### config.mk
export PLATFORM = sky130hd
export DESIGN_NAME = uvs_divider
export DESIGN_NICKNAME = d
export VERILOG_FILES = /design/src/design/assert_macros.svh /design/src/design/uvs_pkg.sv /design/src/design/uvs_divider.sv
export SDC_FILE = /design/constraint.sdc
export NUM_CORES = 1
export LEC_CHECK = 0
export BUFFER_PORTS_ARGS = -buffer_cell sky130_fd_sc_hd__buf_2
export CORE_MARGIN = 10
export CORE_UTILIZATION = 40
export CTS_BUF_LIST = sky130_fd_sc_hd__clkbuf_8
export CTS_CLUSTER_SIZE = 8
export DETAILED_ROUTE_END_ITERATION = 8
export REMOVE_ABC_BUFFERS = 1
export SYNTH_ARGS = -nofsm -noshare
export SYNTH_HDL_FRONTEND = slang
export SYNTH_SLANG_ARGS = --single-unit
### constraint.sdc
create_clock -name clk -period 6.3 [get_ports clk]
set_clock_uncertainty 0.15 [all_clocks]
set_input_delay 0.63 -clock clk [delete_from_list [all_inputs] [get_ports clk]]
set_output_delay 0.63 -clock clk [all_outputs]
set_load 0.1 [all_outputs]
### src/design/assert_macros.svh
// ----------------------------------------------------------------------------
// Assertion macros
// Shared concurrent assertion forms, clocked on the rising edge, with reset.
// ----------------------------------------------------------------------------
`ifndef ASSERT_MACROS_SVH
`define ASSERT_MACROS_SVH

// property holds at every edge outside reset
`define UVS_ASSERT(lbl, clk, rst_n, prop, msg) \
	lbl: assert property (@(posedge clk) disable iff (!rst_n) (prop)) else $error(msg);

// antecedent implies consequent in the same cycle
`define UVS_ASSERT_IMP(lbl, clk, rst_n, ante, cons, msg) \
	lbl: assert property (@(posedge clk) disable iff (!rst_n) (ante) |-> (cons)) else $error(msg);

`endif

### src/design/uvs_pkg.sv
// ----------------------------------------------------------------------------
// UV sphere generator package
// Register indexes, point kinds and CORDIC constants.
// ----------------------------------------------------------------------------
package uvs_pkg;

	localparam logic [1:0] REG_RADIUS   = 2'd0;
	localparam logic [1:0] REG_SEGMENTS = 2'd1;
	localparam logic [1:0] REG_RINGS    = 2'd2;

	localparam logic [1:0] KIND_QUAD    = 2'd0;
	localparam logic [1:0] KIND_VERTEX  = 2'd1;
	localparam logic [1:0] KIND_OUTSIDE = 2'd2;

	localparam logic [7:0] MIN_SEGMENTS = 8'd3;
	localparam logic [7:0] MIN_RINGS    = 8'd2;

	localparam logic [15:0] RADIUS_RST   = 16'd256;
	localparam logic [7:0]  SEGMENTS_RST = 8'd16;
	localparam logic [7:0]  RINGS_RST    = 8'd16;

	localparam int CORDIC_STEPS = 24;
	localparam logic signed [31:0] CORDIC_GAIN_INV = 32'sh26DD3B6A;
	localparam logic [31:0] HALF_PI_Q30 = 32'h6487ED51;

	// atan(2^-i) in Q30
	function automatic logic signed [31:0] atan_q30(input logic [4:0] idx);
		logic signed [31:0] r;
		case (idx)
			5'd0: r = 32'sh3243F6A8;
			5'd1: r = 32'sh1DAC6705;
			5'd2: r = 32'sh0FADBAFC;
			5'd3: r = 32'sh07F56EA6;
			5'd4: r = 32'sh03FEAB76;
			5'd5: r = 32'sh01FFD55B;
			5'd6: r = 32'sh00FFFAAA;
			5'd7: r = 32'sh007FFF55;
			5'd8: r = 32'sh003FFFEA;
			5'd9: r = 32'sh001FFFFD;
			5'd10: r = 32'sh000FFFFF;
			5'd11: r = 32'sh0007FFFF;
			5'd12: r = 32'sh0003FFFF;
			5'd13: r = 32'sh0001FFFF;
			5'd14: r = 32'sh0000FFFF;
			5'd15: r = 32'sh00007FFF;
			5'd16: r = 32'sh00003FFF;
			5'd17: r = 32'sh00001FFF;
			5'd18: r = 32'sh00000FFF;
			5'd19: r = 32'sh000007FF;
			5'd20: r = 32'sh000003FF;
			5'd21: r = 32'sh000001FF;
			5'd22: r = 32'sh000000FF;
			5'd23: r = 32'sh0000007F;
			default: r = 32'sd0;
		endcase
		return r;
	endfunction

endpackage

### src/design/uvs_divider.sv
// ----------------------------------------------------------------------------
// Pipelined divider
// Restoring division by an 8-bit divisor, one quotient bit per stage.
// ----------------------------------------------------------------------------
module uvs_divider import uvs_pkg::*; #(
	parameter int NUM_W = 24
) (
	input  logic             clk,
	input  logic [NUM_W-1:0] num,
	input  logic [7:0]       den,
	output logic [NUM_W-1:0] quo
);

	// {remainder, dividend bits still to go / quotient bits so far}
	logic [NUM_W+7:0] work_s [NUM_W];

	function automatic logic [NUM_W+7:0] div_step(input logic [NUM_W+7:0] w,
			input logic [7:0] d);
		logic [NUM_W+8:0] t;
		logic [8:0]       top;
		t   = {w, 1'b0};
		top = t[NUM_W+8:NUM_W];
		if (top >= {1'b0, d}) begin
			top  = top - {1'b0, d};
			t[0] = 1'b1;
		end
		return {top[7:0], t[NUM_W-1:0]};
	endfunction

	always_ff @(posedge clk) begin
		work_s[0] <= div_step({8'd0, num}, den);
	end

	for (genvar i = 1; i < NUM_W; i++) begin : g_stage
		always_ff @(posedge clk) begin
			work_s[i] <= div_step(work_s[i-1], den);
		end
	end

	assign quo = work_s[NUM_W-1][NUM_W-1:0];

endmodule

== Word level (Yosys, flattened, before mapping) ==
Memory sizes are Yosys's and may differ from the RTL's.
Cells that the tools add are included.

* Flip-flop bits (word level): 0
* Bits in writable memories: 768
* Input port bits: 33
* Output and inout bits: 24
* Logic and storage cells: 97
* Memories kept: 1

* Add/subtract/negate cells: 24
* Order comparisons: 24
* Multiplexer cells: 48

{| class="wikitable"
|+ Memories
! name !! depth !! bits a word !! read ports !! clocked after memory_dff !! write ports !! line !! source
|-
| work_s || 24 || 32 || 24 || 0 || 24 || uvs_divider.sv:15 || <nowiki>logic [NUM_W+7:0] work_s [NUM_W];</nowiki>
|}

{| class="wikitable"
|+ Operators with widths
! cell !! count
|-
| 9-bit by 8-bit greater-or-equal comparator with 1-bit output || 23
|-
| 8-bit 2-to-1 mux || 24
|-
| 8-bit subtractor || 23
|-
| 1-bit 2-to-1 mux || 24
|-
| 1-bit by 8-bit greater-or-equal comparator with 1-bit output || 1
|-
| 1-bit by 8-bit subtractor with 8-bit output || 1
|}

== Depth between registers and ports, before layout ==
An unclocked memory read counts as a cell.

* Depth after elaboration: 3
* Mapped depth: 8
* Mapped depth without buffers: 8

== Worst setup path after synthesis ==
No wires, ideal clock.

* Kind: input -> register
* Start point: input port den[3]
* End point: memory work_s[0][58] (netlist name)
* Setup time: 0.121 ns
* Data arrival time: 2.923 ns
* Required time: 6.029 ns
* Setup slack: 3.107 ns
* Cell stages on the path: 7
* Buffers on the path: 0
* Cell sequence: inv_1 > ha_1 > a21o_2 > a21oi_4 > o21ai_1 > a2111oi_4 > mux2_2

{| class="wikitable"
|+ RTL lines
! what !! line !! source
|-
| start, declared || uvs_divider.sv:10 || <nowiki>input logic [7:0] den,</nowiki>
|-
| end, declared || uvs_divider.sv:15 ||
|}

==> run_results.csv <==
group,metric,value,unit
pwr,power,15.8,mW
finish,fin_util,46.4,%
finish,largest_reg_flops,760,
sta,period_share,51.7,%
die,row_count,92,
global_route,grt_pass1_wl,75.8,mm
synthesis,synth_seq_area_share,60.1,%
sta,hold_ws,0.125,ns
die,die_area,73700,sq um
synthesis,synth_top_area_cell,"dfxtp_1",
synthesis,synth_cell_type_count,56,
routing,firstDrtPassIters,5,
clocking,root_buffer,"clkbuf_8",
sta,hold_viol,0,
place,placed_area,26500,sq um
critical_path,critPathRequiredTime,6.75,ns
clocking,cts_max_path_buffers,3,
place,io_buffers,56,
synthesis,netlist_top_cells_area,"dfxtp_1 (60%), ha_1 (9.2%), mux2_2 (3.3%), o21ai_0 (2.7%), a21oi_1 (2.3%)",
place,pre_cts_ws,2.39,ns
sta,period_needed,3.26,ns
finish,nNetsFinal,2530,
finish,fin_area,29200,sq um
die,core_area,62900,sq um
synthesis,synth-edff-count,0,
global_route,gr-total-overflow,0,
global_route,met2_usage,21.1,%
sta,fin_setup_tns,0,ns
sta,rsz0062_at_grt,"no",
finish,largest_register,"work_s",
finish,top_regs,"work_s (760)",
synthesis,synth_ff_type,"dfxtp_1",
global_route,grt_max_degree,26,
hold_path,hold_class,"input port to register",
sta,max_slew.worst_pin.slew,0.910,ns
sta,setup_viol,0,
pwr,vdd_drop_max,0.000214,V
routing,via_per_inst,4.79,
critical_path,path_class,"input port to register",
global_route,track_usage,12.3,%
clocking,htree_levels,3,
die,initial_utilization,40.3,%
pwr,power.leakage,12.7,nW
clocking,cts_buffers,120,
die,ios,57,
synthesis,synthArstFlopShare,0,%
global_route,grt_use_met3,2.86,%
synthesis,yosysTopAreaCellShare,60.1,%
synthesis,synthCells,2108,
status,status,"finished, final reports clean",
synthesis,ys_ff_latch,760,
synthesis,synth.avg_cell_area,12.0,sq um
routing,wl_per_cell,14.0,microns
finish,layout.cells.non_filler,3208,
place,gp_congestion,0.823,
critical_path,cp_max_fo,23,
routing,finalWirelength,45.0,mm
finish,area_growth,15.2,%
finish,drive_gt1_share,14.7,%
synthesis,netlist_area,25300,sq um
sta,fmax,307,MHz
global_route,antenna_found_initial,1,
pwr,p_per_area,540,nW/um^2
clocking,cts_tree,"yes",
critical_path,crit_path_end_kind,"register",
routing,drtAntennaViolNets,0,
synthesis,synth_commonest_cells,"dfxtp_1 (760), ha_1 (186), o21ai_0 (134)",
global_route,globalRoute.busiestLayer,"met2",
place,dp.cells,2987,
clocking,cts.sinks,760,
clocking,path_clk_slew,0.06,ns
die,die_x,272,microns
place,dpl.hpwl,29.5,mm
sta,fin_ws,3.04,ns
synthesis,post-synth-top-count-cell,"dfxtp_1",
routing,drt_first_iter_violations,587,
global_route,grt_pass1_vias,15900,
global_route,met1_usage,14.5,%
sta,slew_headroom,39.2,%
run,drv_cap,0,
synthesis,yosys_warnings,0,
critical_path,start_kind,"input port",
die,die_y,272,microns
clocking,clk_latency,0.72,ns
sta,drv_slew,0,
routing,drc,0,
critical_path,worstPathArrival,3.70,ns
routing,num_vias,15400,
==> final cells by class <==
class	instances	area [sq um]
inverter	101	379
timing repair buffer	96	646
antenna	1	2.50
sequential	760	15200
fill	5722	33700
clock buffer	139	1910
clock inverter	55	459
multi-input combinational	1210	9480
tap	846	1060
==> timing repair <==
item,CTS,global route
buffers inserted,0,0
setup endpoints to repair,0,0
hold endpoints to repair,25,0
resized for setup,0,0
hold buffers,26,0
==> worst max-delay path, cell delays in order <==
cell and delay [ns]:
dlygate4sd3_1 0.55, buf_2 0.14, inv_2 0.63, ha_1 0.43, nand3_1 0.13, nor3_1 0.09
a2111oi_4 0.68, mux2_2 0.41
==> final timing paths <==
check	startpoint	to	slack (ns)	depth (start not counted)
worst max-delay path	den[7]	work_s[0][58]$_DFF_P_	3.04	8
worst min-delay path	den[6]	work_s[0][29]$_SDFF_PP0_	0.13	3
worst max register to register	work_s[0][26]$_SDFF_PP0_	work_s[0][58]$_DFF_P_	3.68	6
worst min register to register	work_s[0][99]$_DFF_P_	work_s[0][132]$_DFF_P_	0.14	0
==> layer usage <==
metal | vias to the layer above | part of all wire (%)
li1 | 7759 | -
met1 | 7219 | 45
met2 | 277 | 48
met3 | 102 | 4.3
met4 | 0 | 2.8
met5 | - | 0
==> power by group <==
group	total (mW)	switching (mW)	internal [mW]	leakage, nW
registers	6.59	0.462	6.13	6.37
logic	5.10	2.85	2.25	4.96
clock network	4.06	1.78	2.28	1.34
total	15.8	5.10	10.7	12.7
==> logic make-up after synthesis <==
| logic type | Yosys count | synth area share [%] |
|---|---|---|
| adder cells (fa/ha/maj) | 208 | 10.9 |
| AND/OR/NAND/NOR | 365 | 7.51 |
| flip-flops | 760 | 60.1 |
| buffers and inverters | 138 | 2.40 |
| multiplexers | 112 | 4.80 |
| AO/OA/AOI/OAI | 457 | 11.9 |
| XOR/XNOR | 68 | 2.35 |
==> cells in the final DEF (no fill, tap or decap), drive strengths merged, types with 56 or more instances in the layout <==
master | Yosys | final
a21oi | 118 | 118
buf | 24 | 70
clkbuf | 13 | 139
dfxtp | 760 | 760
ha | 186 | 186
inv | 101 | 135
mux2 | 75 | 75
nand2 | 97 | 97
nor2 | 56 | 56
o21ai | 136 | 136
Note: power is estimated with default switching activity, not from simulation.
